[src/rtl/nv12_crop_resize_address_gen_defines.svh]
// assertion helpers shared by the address generator modules
// each macro expects clk and rst_n in scope
`ifndef NV12_CROP_RESIZE_ADDRESS_GEN_DEFINES_SVH
`define NV12_CROP_RESIZE_ADDRESS_GEN_DEFINES_SVH

// same-cycle implication
`define NV12CR_ASSERT_NOW(lbl, ante, cons, msg) \
    lbl: assert property (@(posedge clk) disable iff (!rst_n) (ante) |-> (cons)) \
        else $error(msg);

// next-cycle implication
`define NV12CR_ASSERT_NEXT(lbl, ante, cons, msg) \
    lbl: assert property (@(posedge clk) disable iff (!rst_n) (ante) |=> (cons)) \
        else $error(msg);

`endif

[src/rtl/nv12cr_pkg.sv]
package nv12cr_pkg;

    // destination buffer size
    localparam int OUT_WIDTH  = 128;
    localparam int OUT_HEIGHT = 128;

    // derived sizes
    localparam int HALF_W  = OUT_WIDTH / 2;
    localparam int HALF_H  = OUT_HEIGHT / 2;
    localparam int CH_COLS = 2 * HALF_W;
    localparam int CH_ROWS = HALF_H;
    localparam int ROW_W   = $clog2(OUT_HEIGHT);
    localparam int COL_W   = $clog2(OUT_WIDTH);

    // field widths
    localparam int SIZE_W   = 14;
    localparam int STRIDE_W = 15;
    localparam int CROP_W   = 13;
    localparam int SRC_W    = 27;
    localparam int DST_W    = 14;
    localparam int IDX_W    = 3;
    localparam int DATA_W   = 15;

    // last destination byte of the chroma plane
    localparam int DST_LAST = (CH_ROWS - 1) * OUT_WIDTH + CH_COLS - 1;

    // register indexes
    localparam logic [IDX_W-1:0] REG_SOURCE_WIDTH  = 3'd0;
    localparam logic [IDX_W-1:0] REG_SOURCE_HEIGHT = 3'd1;
    localparam logic [IDX_W-1:0] REG_SOURCE_STRIDE = 3'd2;
    localparam logic [IDX_W-1:0] REG_CROP_X        = 3'd3;
    localparam logic [IDX_W-1:0] REG_CROP_Y        = 3'd4;
    localparam logic [IDX_W-1:0] REG_CROP_WIDTH    = 3'd5;
    localparam logic [IDX_W-1:0] REG_CROP_HEIGHT   = 3'd6;

    typedef struct packed {
        logic [SIZE_W-1:0]   source_width;
        logic [SIZE_W-1:0]   source_height;
        logic [STRIDE_W-1:0] source_stride;
        logic [CROP_W-1:0]   crop_x;
        logic [CROP_W-1:0]   crop_y;
        logic [SIZE_W-1:0]   crop_width;
        logic [SIZE_W-1:0]   crop_height;
    } cfg_t;

    typedef enum logic [1:0] {
        S_IDLE,
        S_SCALE,
        S_ADDR
    } state_t;

    // controller to datapath
    typedef struct packed {
        logic load;
        logic scale;
        logic finish;
    } cmd_t;

    // datapath to controller
    typedef struct packed {
        logic out_free;
    } sts_t;

endpackage

[src/rtl/nv12cr_if.sv]
// request channel
interface nv12cr_req_if;
    logic valid;
    logic ready;
    logic restart;

    modport source (output valid, output restart, input ready);
    modport sink (input valid, input restart, output ready);
endinterface

// result channel
interface nv12cr_rsp_if;
    logic                          valid;
    logic                          ready;
    logic                          plane;
    logic [nv12cr_pkg::SRC_W-1:0]  src_offset;
    logic [nv12cr_pkg::DST_W-1:0]  dst_offset;
    logic                          last;

    modport source (output valid, output plane, output src_offset, output dst_offset,
                    output last, input ready);
    modport sink (input valid, input plane, input src_offset, input dst_offset,
                  input last, output ready);
endinterface

// register write channel
interface nv12cr_cfg_if;
    logic                          valid;
    logic                          ready;
    logic [nv12cr_pkg::IDX_W-1:0]  index;
    logic [nv12cr_pkg::DATA_W-1:0] data;

    modport source (output valid, output index, output data, input ready);
    modport sink (input valid, input index, input data, output ready);
endinterface

[src/rtl/nv12cr_cfg.sv]
module nv12cr_cfg
(
    input  logic                 clk,
    input  logic                 rst_n,
    nv12cr_cfg_if.sink           cfg,
    output nv12cr_pkg::cfg_t     regs
);

    nv12cr_pkg::cfg_t regs_reg;
    nv12cr_pkg::cfg_t regs_next;

    assign cfg.ready = 1'b1;
    assign regs      = regs_reg;

    // register write decode
    always_comb
    begin
        regs_next = regs_reg;
        if (cfg.valid)
        begin
            case (cfg.index)
                nv12cr_pkg::REG_SOURCE_WIDTH:
                    regs_next.source_width = cfg.data[nv12cr_pkg::SIZE_W-1:0];
                nv12cr_pkg::REG_SOURCE_HEIGHT:
                    regs_next.source_height = cfg.data[nv12cr_pkg::SIZE_W-1:0];
                nv12cr_pkg::REG_SOURCE_STRIDE:
                    regs_next.source_stride = cfg.data[nv12cr_pkg::STRIDE_W-1:0];
                nv12cr_pkg::REG_CROP_X:
                    regs_next.crop_x = cfg.data[nv12cr_pkg::CROP_W-1:0];
                nv12cr_pkg::REG_CROP_Y:
                    regs_next.crop_y = cfg.data[nv12cr_pkg::CROP_W-1:0];
                nv12cr_pkg::REG_CROP_WIDTH:
                    regs_next.crop_width = cfg.data[nv12cr_pkg::SIZE_W-1:0];
                nv12cr_pkg::REG_CROP_HEIGHT:
                    regs_next.crop_height = cfg.data[nv12cr_pkg::SIZE_W-1:0];
                default:
                    regs_next = regs_reg;
            endcase
        end
    end

    // register file with full-hd defaults
    always_ff @(posedge clk or negedge rst_n)
    begin
        if (!rst_n)
        begin
            regs_reg.source_width  <= 14'd1920;
            regs_reg.source_height <= 14'd1080;
            regs_reg.source_stride <= 15'd1920;
            regs_reg.crop_x        <= 13'd0;
            regs_reg.crop_y        <= 13'd0;
            regs_reg.crop_width    <= 14'd1920;
            regs_reg.crop_height   <= 14'd1080;
        end
        else
        begin
            regs_reg <= regs_next;
        end
    end

endmodule

[src/rtl/nv12cr_ctrl.sv]
`include "nv12_crop_resize_address_gen_defines.svh"

module nv12cr_ctrl
(
    input  logic               clk,
    input  logic               rst_n,
    input  logic               req_valid,
    output logic               req_ready,
    input  nv12cr_pkg::sts_t   sts,
    output nv12cr_pkg::cmd_t   cmd
);

    nv12cr_pkg::state_t state_reg;
    nv12cr_pkg::state_t state_next;

    // next state
    always_comb
    begin
        state_next = state_reg;
        case (state_reg)
            nv12cr_pkg::S_IDLE:
                if (req_valid)
                begin
                    state_next = nv12cr_pkg::S_SCALE;
                end
            nv12cr_pkg::S_SCALE:
                state_next = nv12cr_pkg::S_ADDR;
            nv12cr_pkg::S_ADDR:
                if (sts.out_free)
                begin
                    state_next = nv12cr_pkg::S_IDLE;
                end
            default:
                state_next = nv12cr_pkg::S_IDLE;
        endcase
    end

    // outputs
    always_comb
    begin
        req_ready  = 1'b0;
        cmd.load   = 1'b0;
        cmd.scale  = 1'b0;
        cmd.finish = 1'b0;
        case (state_reg)
            nv12cr_pkg::S_IDLE:
            begin
                req_ready = 1'b1;
                cmd.load  = req_valid;
            end
            nv12cr_pkg::S_SCALE:
                cmd.scale = 1'b1;
            nv12cr_pkg::S_ADDR:
                cmd.finish = sts.out_free;
            default:
                req_ready = 1'b0;
        endcase
    end

    always_ff @(posedge clk or negedge rst_n)
    begin
        if (!rst_n)
        begin
            state_reg <= nv12cr_pkg::S_IDLE;
        end
        else
        begin
            state_reg <= state_next;
        end
    end

    `NV12CR_ASSERT_NEXT(a_load_to_scale, cmd.load, state_reg == nv12cr_pkg::S_SCALE,
        "accepted item did not start scaling")
    `NV12CR_ASSERT_NEXT(a_scale_to_addr, cmd.scale, state_reg == nv12cr_pkg::S_ADDR,
        "scale step not followed by address step")
    `NV12CR_ASSERT_NEXT(a_addr_waits,
        state_reg == nv12cr_pkg::S_ADDR && !sts.out_free,
        state_reg == nv12cr_pkg::S_ADDR && !req_ready,
        "address step left while result register busy")

endmodule

[src/rtl/nv12cr_dp.sv]
`include "nv12_crop_resize_address_gen_defines.svh"

module nv12cr_dp
(
    input  logic               clk,
    input  logic               rst_n,
    input  logic               restart,
    input  nv12cr_pkg::cfg_t   regs,
    input  nv12cr_pkg::cmd_t   cmd,
    output nv12cr_pkg::sts_t   sts,
    nv12cr_rsp_if.source       rsp
);

    localparam int ROW_W  = nv12cr_pkg::ROW_W;
    localparam int COL_W  = nv12cr_pkg::COL_W;
    localparam int SIZE_W = nv12cr_pkg::SIZE_W;
    localparam int YP_W   = ROW_W + SIZE_W;
    localparam int XP_W   = COL_W + SIZE_W;
    localparam int MUL_W  = SIZE_W + nv12cr_pkg::STRIDE_W;

    // frame position
    logic             plane_reg, plane_next;
    logic [ROW_W-1:0] row_reg, row_next;
    logic [COL_W-1:0] col_reg, col_next;

    // item being worked on
    logic             w_plane_reg;
    logic [ROW_W-1:0] w_row_reg;
    logic [COL_W-1:0] w_col_reg;
    logic             w_last_reg;

    // scaled source coordinates
    logic [SIZE_W-1:0] sy_reg, sy_next;
    logic [SIZE_W-1:0] sx_reg, sx_next;

    // result register
    logic                         out_valid_reg;
    logic                         out_plane_reg;
    logic [nv12cr_pkg::SRC_W-1:0] out_src_reg, out_src_next;
    logic [nv12cr_pkg::DST_W-1:0] out_dst_reg, out_dst_next;
    logic                         out_last_reg;

    logic             e_plane;
    logic [ROW_W-1:0] e_row;
    logic [COL_W-1:0] e_col;
    logic             last_next;

    // position of this item, then the step to the next one
    always_comb
    begin
        e_plane    = restart ? 1'b0 : plane_reg;
        e_row      = restart ? '0 : row_reg;
        e_col      = restart ? '0 : col_reg;
        plane_next = e_plane;
        row_next   = e_row;
        col_next   = e_col;
        last_next  = 1'b0;
        if ((32'(e_col) + 32'd1) <
            (e_plane ? 32'(nv12cr_pkg::CH_COLS) : 32'(nv12cr_pkg::OUT_WIDTH)))
        begin
            col_next = e_col + COL_W'(1);
        end
        else
        begin
            col_next = '0;
            if ((32'(e_row) + 32'd1) <
                (e_plane ? 32'(nv12cr_pkg::CH_ROWS) : 32'(nv12cr_pkg::OUT_HEIGHT)))
            begin
                row_next = e_row + ROW_W'(1);
            end
            else
            begin
                row_next   = '0;
                plane_next = ~e_plane;
                last_next  = e_plane;
            end
        end
    end

    logic [SIZE_W-1:0] y_mult, x_mult, y_size, x_size, y_lim, x_lim;
    logic [SIZE_W-1:0] y_base, x_base;
    logic [COL_W-1:0]  x_idx;
    logic [YP_W-1:0]   y_prod, y_quot;
    logic [XP_W-1:0]   x_prod, x_quot;
    logic [YP_W:0]     y_sum;
    logic [XP_W:0]     x_sum;

    // scale and clamp, halved window in chroma
    always_comb
    begin
        y_mult = w_plane_reg ? (regs.crop_height >> 1) : regs.crop_height;
        x_mult = w_plane_reg ? (regs.crop_width >> 1) : regs.crop_width;
        y_base = w_plane_reg ? SIZE_W'(regs.crop_y >> 1) : SIZE_W'(regs.crop_y);
        x_base = w_plane_reg ? SIZE_W'(regs.crop_x >> 1) : SIZE_W'(regs.crop_x);
        y_size = w_plane_reg ? (regs.source_height >> 1) : regs.source_height;
        x_size = w_plane_reg ? (regs.source_width >> 1) : regs.source_width;
        x_idx  = w_plane_reg ? (w_col_reg >> 1) : w_col_reg;
        y_prod = YP_W'(w_row_reg) * YP_W'(y_mult);
        x_prod = XP_W'(x_idx) * XP_W'(x_mult);
        y_quot = w_plane_reg ? (y_prod / YP_W'(nv12cr_pkg::HALF_H))
                             : (y_prod / YP_W'(nv12cr_pkg::OUT_HEIGHT));
        x_quot = w_plane_reg ? (x_prod / XP_W'(nv12cr_pkg::HALF_W))
                             : (x_prod / XP_W'(nv12cr_pkg::OUT_WIDTH));
        y_sum  = {1'b0, y_quot} + (YP_W + 1)'(y_base);
        x_sum  = {1'b0, x_quot} + (XP_W + 1)'(x_base);
        y_lim  = (y_size == '0) ? '0 : y_size - SIZE_W'(1);
        x_lim  = (x_size == '0) ? '0 : x_size - SIZE_W'(1);
        sy_next = (y_sum > (YP_W + 1)'(y_lim)) ? y_lim : y_sum[SIZE_W-1:0];
        sx_next = (x_sum > (XP_W + 1)'(x_lim)) ? x_lim : x_sum[SIZE_W-1:0];
    end

    logic [SIZE_W:0] x_term;
    logic [MUL_W-1:0] row_addr;

    // byte addresses; chroma samples are two bytes wide
    always_comb
    begin
        x_term       = w_plane_reg ? {sx_reg, w_col_reg[0]} : {1'b0, sx_reg};
        row_addr     = MUL_W'(sy_reg) * MUL_W'(regs.source_stride);
        out_src_next = nv12cr_pkg::SRC_W'(row_addr + MUL_W'(x_term));
        out_dst_next = nv12cr_pkg::DST_W'(32'(w_row_reg) * 32'(nv12cr_pkg::OUT_WIDTH)
                                          + 32'(w_col_reg));
    end

    assign sts.out_free = !out_valid_reg || rsp.ready;

    // control state
    always_ff @(posedge clk or negedge rst_n)
    begin
        if (!rst_n)
        begin
            plane_reg     <= 1'b0;
            row_reg       <= '0;
            col_reg       <= '0;
            out_valid_reg <= 1'b0;
        end
        else
        begin
            if (cmd.load)
            begin
                plane_reg <= plane_next;
                row_reg   <= row_next;
                col_reg   <= col_next;
            end
            if (cmd.finish)
            begin
                out_valid_reg <= 1'b1;
            end
            else if (rsp.ready)
            begin
                out_valid_reg <= 1'b0;
            end
        end
    end

    // payload
    always_ff @(posedge clk)
    begin
        if (cmd.load)
        begin
            w_plane_reg <= e_plane;
            w_row_reg   <= e_row;
            w_col_reg   <= e_col;
            w_last_reg  <= last_next;
        end
        if (cmd.scale)
        begin
            sy_reg <= sy_next;
            sx_reg <= sx_next;
        end
        if (cmd.finish)
        begin
            out_plane_reg <= w_plane_reg;
            out_src_reg   <= out_src_next;
            out_dst_reg   <= out_dst_next;
            out_last_reg  <= w_last_reg;
        end
    end

    assign rsp.valid      = out_valid_reg;
    assign rsp.plane      = out_plane_reg;
    assign rsp.src_offset = out_src_reg;
    assign rsp.dst_offset = out_dst_reg;
    assign rsp.last       = out_last_reg;

    `NV12CR_ASSERT_NEXT(a_restart_pos, cmd.load && restart,
        plane_reg == 1'b0 && row_reg == '0 && col_reg == COL_W'(1),
        "restart did not step past the first luma byte")
    `NV12CR_ASSERT_NOW(a_last_byte, out_valid_reg && out_last_reg,
        out_plane_reg && out_dst_reg == nv12cr_pkg::DST_W'(nv12cr_pkg::DST_LAST),
        "last flag away from the final chroma byte")
    `NV12CR_ASSERT_NOW(a_finish_free, cmd.finish, sts.out_free,
        "result written over an untaken result")

endmodule

[src/rtl/nv12_crop_resize_address_gen.sv]
// Address generator for a nearest-neighbor crop and resize of an NV12 frame
// into a 128 x 128 NV12 buffer. Channel req carries one restart bit per item:
// 1 starts again at the first luma byte, 0 moves on to the next byte. Each
// item yields one item on rsp: plane, source byte offset, destination byte
// offset and a last flag on the final chroma byte of the frame, after which
// the walk wraps to luma. The cfg channel writes the seven window registers
// by index; it is always ready, and it must be used only while the block is
// idle, which the block itself does not enforce. One request at a time is
// carried through the accept, scale and address steps of the controller,
// with one multiplier stage in each of the last two, before the next is
// taken. The result register lets the next request be taken while a
// result still waits; if rsp stalls, the address step holds until the
// result register frees, and req is not ready in the meantime.
// Reset sets the registers to a 1920 x 1080 frame with a full-frame window
// and returns the walk to the first luma byte with no result pending.
module nv12_crop_resize_address_gen
(
    input logic        clk,
    input logic        rst_n,
    nv12cr_req_if.sink   req,
    nv12cr_rsp_if.source rsp,
    nv12cr_cfg_if.sink   cfg
);

    nv12cr_pkg::cfg_t regs;
    nv12cr_pkg::cmd_t cmd;
    nv12cr_pkg::sts_t sts;

    // window registers
    nv12cr_cfg u_cfg
    (
        .clk   (clk),
        .rst_n (rst_n),
        .cfg   (cfg),
        .regs  (regs)
    );

    // sequencing
    nv12cr_ctrl u_ctrl
    (
        .clk       (clk),
        .rst_n     (rst_n),
        .req_valid (req.valid),
        .req_ready (req.ready),
        .sts       (sts),
        .cmd       (cmd)
    );

    // address arithmetic and result register
    nv12cr_dp u_dp
    (
        .clk     (clk),
        .rst_n   (rst_n),
        .restart (req.restart),
        .regs    (regs),
        .cmd     (cmd),
        .sts     (sts),
        .rsp     (rsp)
    );

endmodule
[src/flat_wrapper.sv]
// flat-port wrapper written by rule: the top's interface ports become plain ports
module nv12_crop_resize_address_gen_flat 
  (clk, rst_n, req_valid, req_restart, req_ready, rsp_valid, rsp_plane, rsp_src_offset, rsp_dst_offset, rsp_last, rsp_ready, cfg_valid, cfg_index, cfg_data, cfg_ready);
  nv12cr_req_if req_i ();
  nv12cr_rsp_if rsp_i ();
  nv12cr_cfg_if cfg_i ();
  input logic clk;
  input logic rst_n;
  input wire logic [$bits(req_i.valid)-1:0] req_valid;
  input wire logic [$bits(req_i.restart)-1:0] req_restart;
  output wire logic [$bits(req_i.ready)-1:0] req_ready;
  output wire logic [$bits(rsp_i.valid)-1:0] rsp_valid;
  output wire logic [$bits(rsp_i.plane)-1:0] rsp_plane;
  output wire logic [$bits(rsp_i.src_offset)-1:0] rsp_src_offset;
  output wire logic [$bits(rsp_i.dst_offset)-1:0] rsp_dst_offset;
  output wire logic [$bits(rsp_i.last)-1:0] rsp_last;
  input wire logic [$bits(rsp_i.ready)-1:0] rsp_ready;
  input wire logic [$bits(cfg_i.valid)-1:0] cfg_valid;
  input wire logic [$bits(cfg_i.index)-1:0] cfg_index;
  input wire logic [$bits(cfg_i.data)-1:0] cfg_data;
  output wire logic [$bits(cfg_i.ready)-1:0] cfg_ready;
  assign req_i.valid = req_valid;
  assign req_i.restart = req_restart;
  assign req_ready = req_i.ready;
  assign rsp_valid = rsp_i.valid;
  assign rsp_plane = rsp_i.plane;
  assign rsp_src_offset = rsp_i.src_offset;
  assign rsp_dst_offset = rsp_i.dst_offset;
  assign rsp_last = rsp_i.last;
  assign rsp_i.ready = rsp_ready;
  assign cfg_i.valid = cfg_valid;
  assign cfg_i.index = cfg_index;
  assign cfg_i.data = cfg_data;
  assign cfg_ready = cfg_i.ready;
  nv12_crop_resize_address_gen u_core (.clk(clk), .rst_n(rst_n), .req(req_i), .rsp(rsp_i), .cfg(cfg_i));
endmodule
[config.mk]
export PLATFORM = sky130hd
export DESIGN_NAME = nv12_crop_resize_address_gen_flat
export DESIGN_NICKNAME = d
export VERILOG_FILES = /design/src/rtl/nv12cr_pkg.sv /design/src/rtl/nv12cr_if.sv /design/src/rtl/nv12cr_cfg.sv /design/src/rtl/nv12cr_ctrl.sv /design/src/rtl/nv12cr_dp.sv /design/src/rtl/nv12_crop_resize_address_gen.sv /design/src/flat_wrapper.sv
export VERILOG_INCLUDE_DIRS = /design/src /design/src/rtl
export SDC_FILE = /design/constraint.sdc
export NUM_CORES = 1
export LEC_CHECK = 0
export BUFFER_PORTS_ARGS = -buffer_cell sky130_fd_sc_hd__buf_2
export CAP_MARGIN = 40
export CORE_AREA = 2 2 225 227
export DETAILED_ROUTE_END_ITERATION = 6
export DIE_AREA = 0 0 227 229
export GPL_TIMING_DRIVEN = 1
export HOLD_SLACK_MARGIN = 0.1
export PLACE_DENSITY = 0.78
export SLEW_MARGIN = 20
export SYNTH_ARGS = -nofsm -noshare
export SYNTH_HDL_FRONTEND = slang
export SYNTH_SLANG_ARGS = --single-unit
[constraint.sdc]
create_clock -name clk -period 8.95 [get_ports clk]
set_input_delay 1.3425 -clock clk [delete_from_list [all_inputs] [get_ports clk]]
set_output_delay 1.3425 -clock clk [all_outputs]
set_load 0.01 [all_outputs]
# --- Word level (Yosys, flattened, before mapping) ---
# Cells that the tools add are included.
word_totals:
  ff_bits: 202
  input_bits: 24
  output_inout_bits: 46
  elab_cells: 98
classes:
  n_addsub: 10
  multipliers: 3
  order_cmp: 4
  n_eq_ne: 10
  n_mux: 32
  n_bitwise: 1
  reduce_logical: 16
ops:
  columns: ["operator", "count"]
  rows:
  - ["$mux 14", 8]
  - ["$mux 15", 3]
  - ["$mul 7x14->21", 2]
  - ["$mux 7", 6]
  - ["$add 15x13->16", 2]
  - ["$gt 16x14->1", 2]
  - ["$logic_not 14->1", 2]
  - ["$sub 14x1->14 const B", 2]
  - ["$add 27x15->27", 1]
  - ["$mul 14x15->27", 1]
  - ["$mux 13", 2]
  - ["$add 7x1->8 const B", 2]
  - ["$reduce_and 2->1", 8]
  - ["$add 14x7->14", 1]
  - ["$add 7x1->7 const B", 2]
  - ["$eq 3x3->1 const B", 3]
  - ["$mux 1", 9]
  - ["$lt 8x8->1", 1]
  - ["$lt 8x8->1 const B", 1]
  - ["$mux 8", 1]
  - ["$eq 3x2->1 const B", 2]
  - ["$pmux 2 s3", 1]
  - ["$mux 2", 2]
  - ["$ne 2x2->1 const B", 2]
  - ["10 further kinds", 10]

# --- Depth between registers and ports, before layout ---
depth:
  ltp_word: 6
  mapped_depth: 46
  mapped_depth_nobuf: 38

# --- Cells and area by module ---
# Synthesis repeated with hierarchy kept, for this count alone.
hier_totals:
  cells_unflattened: 2499
  hier_area_um2: 24553.5
by_module_without_submodules:
  columns: ["module", "instances", "cells_each", "area_each_um2", "seq_area_each_um2"]
  rows:
  - ["nv12cr_dp", 1, 2278, 20757.4, 3012.9]
  - ["nv12cr_cfg", 1, 212, 3701.0, 2452.4]
  - ["nv12cr_ctrl", 1, 9, 95.1, 50.0]

# --- Least setup slack after synthesis ---
# No wires, ideal clock.
synth_timing:
  path_kind: "reg2reg"
  startpoint: "register u_core.u_dp.w_plane_reg"
  endpoint: "register u_core.u_dp.sx_reg[0] (data pin)"
  setup_ns: 0.262
  t_arrival_ns: 9.459
  required_time_ns: 8.688
  setup_slack_ns: -0.771
  path_stages_with_launch: 45
  path_buffers: 7
  period_less_slack_ns: 9.721
  path_cell_list: "edfxtp_1 > buf_6 > clkbuf_1 > clkbuf_1 > buf_1 > clkbuf_1 > mux2i_1 > clkbuf_1 > nor2_1 > fa_1 > inv_1 > fa_1 > inv_1 > fa_1 > inv_1 > fa_1 > inv_1 > ha_1 > [... 9 more ...] > xnor2_1 > mux2_2 > ha_1 > nand3_1 > nand2_1 > a41oi_1 > nor2b_1 > xor2_1 > inv_1 > ha_1 > a21o_1 > a21oi_1 > o21ai_1 > a21o_1 > a21oi_1 > o32a_1 > buf_2 > mux2_1"
synth_between:
  elab_chain_len: 6
  word_cells_on_any_way: 12
  classes_between: "2 x add/sub; 1 x mul; 1 x order compare; 7 x mux; 1 x reduce/logical"
synth_rtl:
  columns: ["item", "line_no", "rtl"]
  rows:
  - ["start: declaration", "nv12cr_dp.sv:27", "logic w_plane_reg;"]
  - ["start signal: assignment", "nv12cr_dp.sv:161", "w_plane_reg <= e_plane;"]
  - ["$mux 7 or $mux 14 (tied branches)", "nv12cr_dp.sv:97, nv12cr_dp.sv:92", null]
  - ["$mul 7x14->21", "nv12cr_dp.sv:99", "x_prod = XP_W'(x_idx) * XP_W'(x_mult);"]
  - ["$mux 15", "nv12cr_dp.sv:102", "x_quot = w_plane_reg ? (x_prod / XP_W'(nv12cr_pkg::HALF_W))"]
  - ["$add 15x13->16", "nv12cr_dp.sv:105", "x_sum = {1'b0, x_quot} + (XP_W + 1)'(x_base);"]
  - ["$gt 16x14->1", "nv12cr_dp.sv:109", "sx_next = (x_sum > (XP_W + 1)'(x_lim)) ? x_lim : x_sum[SIZE_W-1:0];"]
  - ["$mux 14 (*)", "nv12cr_dp.sv:109", null]
  - ["net u_core.u_dp.sx_next[0]", "nv12cr_dp.sv:34", "logic [SIZE_W-1:0] sx_reg, sx_next;"]
  - ["end signal: assignment", "nv12cr_dp.sv:169", "sx_reg <= sx_next;"]
  - ["end: declaration", "nv12cr_dp.sv:34", null]
# Mark *: on every way through the listed nets, which the timed path passes. The rest lies on a longest branch.
# A chain may end at the register's enable or synchronous reset.

# --- Worst setup path in the final report ---
layout_timing:
  startpoint: "register u_core.u_dp.w_plane_reg"
  endpoint: "register u_core.u_dp.sy_reg[0] (data pin)"
layout_between:
  elab_chain_len: 6
  word_cells_on_any_way: 11
  classes_between: "2 x add/sub; 1 x mul; 1 x order compare; 6 x mux; 1 x reduce/logical"
layout_rtl:
  columns: ["item", "line_no", "rtl"]
  rows:
  - ["$mux 14", "nv12cr_dp.sv:91", "y_mult = w_plane_reg ? (regs.crop_height >> 1) : regs.crop_height;"]
  - ["$mul 7x14->21", "nv12cr_dp.sv:98", "y_prod = YP_W'(w_row_reg) * YP_W'(y_mult);"]
  - ["$mux 15", "nv12cr_dp.sv:100", "y_quot = w_plane_reg ? (y_prod / YP_W'(nv12cr_pkg::HALF_H))"]
  - ["$add 15x13->16", "nv12cr_dp.sv:104", "y_sum = {1'b0, y_quot} + (YP_W + 1)'(y_base);"]
  - ["$gt 16x14->1", "nv12cr_dp.sv:108", "sy_next = (y_sum > (YP_W + 1)'(y_lim)) ? y_lim : y_sum[SIZE_W-1:0];"]
  - ["$mux 14 (*)", "nv12cr_dp.sv:108", null]
  - ["net u_core.u_dp.sy_next[0]", "nv12cr_dp.sv:33", "logic [SIZE_W-1:0] sy_reg, sy_next;"]
  - ["end signal: assignment", "nv12cr_dp.sv:168", "sy_reg <= sy_next;"]
  - ["end: declaration", "nv12cr_dp.sv:33", null]
# Marked as above.

==> flow_summary.yaml <==
layout:
  post_route_cells_drive_above_1_share: 0.1638
  finish.net_count: 3100
  max_ffs_per_register: 97
  syn_to_final_growth_pct: 11.27
critical_path:
  worst-endpoint-arrival_ns: 9.03
  rr_startpoint: "u_core.u_dp.w_plane_reg$_DFFE_PP_"
  crit_path_max_fanout: 7
  cp_data_required_time_ns: 9.24
  cp_slowest_stage_delay_ns: 0.55
  critPathKind: "flip-flop to flip-flop"
  cell_with_the_largest_stage_delay_on_the_worst_path: "sky130_fd_sc_hd__fa_1"
  ff2ff_setup_slack_ns: 0.21
  reg2regPathDepth: 34
  cp-start-kind: "flip-flop"
  worstSetupEndpointType: "flip-flop"
  critical_path.reg2reg.endpoint: "u_core.u_dp.sy_reg[0]$_DFFE_PN_"
timing:
  worst-slew-pin-transition_ns: 0.8131
  report.final.slew_viol_count: 0
  clock-skew-final_ns: 0.01676
  timing.slew.headroom: 0.4551
  fmaxAchievable_mhz: 114.4
  final_hold_violation_count: 0
  finalWorstSetupSlack_ns: 0.2084
  final.min_clock_period_ns: 8.742
  finalCritPeriodShare: 0.9767
  setup_viol_count_final: 0
floorplanning:
  start_util: 0.4918
  floorplan.die.height_um: 229
  floorplan.die.width_um: 227
  design.die.area_um2: 51980
  fp.coreArea_um2: 49660
  ios: 70
  std_cell_rows: 82
hold_path:
  timing.hold.worst.class: "flip-flop to flip-flop"
  worstHoldPathCells: 0
  worst_hold_path.endpoint: "u_core.u_dp.rsp.last$_DFFE_PP_"
  holdCritStartpoint: "u_core.u_dp.w_last_reg$_SDFFCE_PP0P_"
synth:
  synth-seq-area-share: 0.2258
  synth-edff-count: 87
  ys_async_sr_fraction: 0.5693
  gate_count_of_the_mapped_netlist: 2488
  number_of_distinct_library_cell_variants_in_the_gate_level_netlist_after_synthesis: 84
  synthTopCellsByArea: "sky130_fd_sc_hd__fa_1 23%, sky130_fd_sc_hd__ha_1 11%, sky130_fd_sc_hd__edfxtp_1 11%"
  syn-num-nets: 3018
  ys.flop_type: "sky130_fd_sc_hd__dfrtp_1"
  post-synth-top-count-cell: "sky130_fd_sc_hd__inv_1"
  synth.yosys.warnings: 0
  synthDominantCellAreaShare: 0.2336
  synth_largest_area_cell: "sky130_fd_sc_hd__fa_1"
  syn-cell-area_um2: 24420
  synth.top_cells.by_count: "358 x sky130_fd_sc_hd__inv_1, 285 x sky130_fd_sc_hd__fa_1, 242 x sky130_fd_sc_hd__nand2_1, 221 x sky130_fd_sc_hd__ha_1, 129 x sky130_fd_sc_hd__mux2_2"
  post_synth.cell_area_avg_um2: 9.816
  postSynthRegisterBits: 202
drt:
  routed-via-count: 17840
  viasPerCell: 5.468
  drt_iter0_drc: 941
  detail_route.first_pass.iterations: 5
  drt-total-wl_um: 56860
  post-route-drc-count: 0
  routed_wire_length_per_instance_um: 17.43
  postRouteAntennaNets: 0
placement:
  place.port_buffers: 68
  detailed_place_hpwl_um: 43580
  dp_worst_setup_slack_ns: -0.2107
  routabilityCongestion: 0.9117
grt:
  grt_start_max_net_pins: 65
  grt_pass1_wl_um: 93720
  first_global_vias: 18880
  antenna_violations_before_repair: 5
  gr-total-overflow: 0
  global_route.usage.total: 0.2214
run:
  timing.max_cap.violations: 0
cts:
  tritoncts_sinks: 202
  ctsLongestPathBuffers: 3
  clock-root-buffer: "sky130_fd_sc_hd__clkbuf_16"
  cts-htree-levels: 1
  number_of_buffers_inserted_during_clock_tree_synthesis: 25
  cts_tree: "yes"
  clkTransAtPathRegs_ns: 0.06
  post_cts_hold_buffer_count: 0
  worst_skew_pair.late_latency_ns: 0.56
status:
  status: "finished, final reports clean"
-- kinds of logic (layout without fill, tap and decap cells) --
logic type	Yosys count	in the layout	share of synthesized area
simple gates	733	733	0.1508
fa+ha+maj	506	506	0.3468
buf+inv	446	547	0.06967
compound gates	302	302	0.08233
mux	203	203	0.09037
flops	202	202	0.2258
xor+xnor	95	95	0.03407
other cells	1	3	0.0001535
-- metrics by stage --
step                      instances  hold WS [ns]  TNS, ns  area (µm²)  utilization
after floorplan                2488        0.4003        0       24510            -
after global placement         3182        0.4403        0       25630       0.5162
after detailed placement       3188        0.4220   -1.061       25710       0.5177
after CTS                      3240        0.4654        0       26610       0.5360
after global routing           3261        0.4907   -1.567       27170       0.5471
final                          3263        0.4760        0       27170       0.5472
-- routing by layer --
layer  vias up  track usage  share of wire
met5         -            0        0.00065
met4         6      0.06311          0.027
met3       112      0.03387          0.053
met2       480       0.3905           0.50
met1      8914       0.2804           0.42
li1       8330            -              -
-- cell type report --
class | instances | area [µm²]
fillers | 4193 | 22480
multi-input cells | 1840 | 17630
flip-flops and latches | 202 | 5515
inverters | 361 | 1355
repair buffers | 140 | 1001
well taps | 672 | 840.8
clock buffers | 39 | 738.2
clock inverters | 7 | 93.84
diodes | 2 | 5.005
-- worst max-delay path, delay by kind of cell (launching register included) --
family                   cells  cell delay [ns]
adder cells (fa/ha/maj)      7             2.94
AND/OR/NAND/NOR              8             1.94
AO/OA/AOI/OAI               10             1.74
multiplexers                 2             0.62
buffers and inverters        6             0.56
flip-flops                   1             0.39
XOR/XNOR                     1             0.26
-- what timing repair did --
action | CTS | global route
pin swaps | 0 | 14
resized for setup | 6 | 69
cloned | 0 | 2
endpoints found under the setup margin | 25 | 28
buffers inserted | 6 | 17
-- worst max-delay path by stage --
stage | startpoint | end | slack (ns) | cells after the start
after floorplan | u_core.u_dp.w_plane_reg$_DFFE_PP_ | u_core.u_dp.sx_reg[0]$_DFFE_PN_ | 0.003 | 44
after detailed placement | u_core.u_dp.w_plane_reg$_DFFE_PP_ | u_core.u_dp.sy_reg[0]$_DFFE_PN_ | -0.21 | 37
after global placement | u_core.u_dp.w_plane_reg$_DFFE_PP_ | u_core.u_dp.sy_reg[0]$_DFFE_PN_ | 0.02 | 37
after global routing | u_core.u_dp.w_plane_reg$_DFFE_PP_ | u_core.u_dp.sy_reg[0]$_DFFE_PN_ | -0.15 | 34
after CTS | u_core.u_dp.w_plane_reg$_DFFE_PP_ | u_core.u_dp.sx_reg[6]$_DFFE_PN_ | 0.0007 | 37
final | u_core.u_dp.w_plane_reg$_DFFE_PP_ | u_core.u_dp.sy_reg[0]$_DFFE_PN_ | 0.21 | 34
-- layout by cell type, fill, tap and decap left out, types with 29 or more instances in the layout --
cell type / synthesis / layout
sky130_fd_sc_hd__fa_1: 285 / 284
sky130_fd_sc_hd__xnor2_1: 61 / 57
sky130_fd_sc_hd__o21ai_0: 49 / 45
sky130_fd_sc_hd__dfrtp_1: 95 / 95
sky130_fd_sc_hd__nor2_1: 117 / 113
sky130_fd_sc_hd__nand2b_1: 44 / 43
sky130_fd_sc_hd__buf_4: 3 / 62
sky130_fd_sc_hd__inv_1: 358 / 358
sky130_fd_sc_hd__and2_1: 113 / 112
sky130_fd_sc_hd__nand2_1: 242 / 242
sky130_fd_sc_hd__edfxtp_1: 87 / 87
sky130_fd_sc_hd__mux2i_1: 67 / 52
sky130_fd_sc_hd__nor2b_1: 98 / 92
sky130_fd_sc_hd__a21oi_1: 87 / 82
sky130_fd_sc_hd__a21o_1: 29 / 29
sky130_fd_sc_hd__ha_1: 221 / 216
sky130_fd_sc_hd__mux2_2: 129 / 129
sky130_fd_sc_hd__buf_2: 1 / 67
sky130_fd_sc_hd__xor2_1: 34 / 33
Power is not shown: default switching activity piles up to over one toggle a cycle in this logic, so the estimate is an artifact.
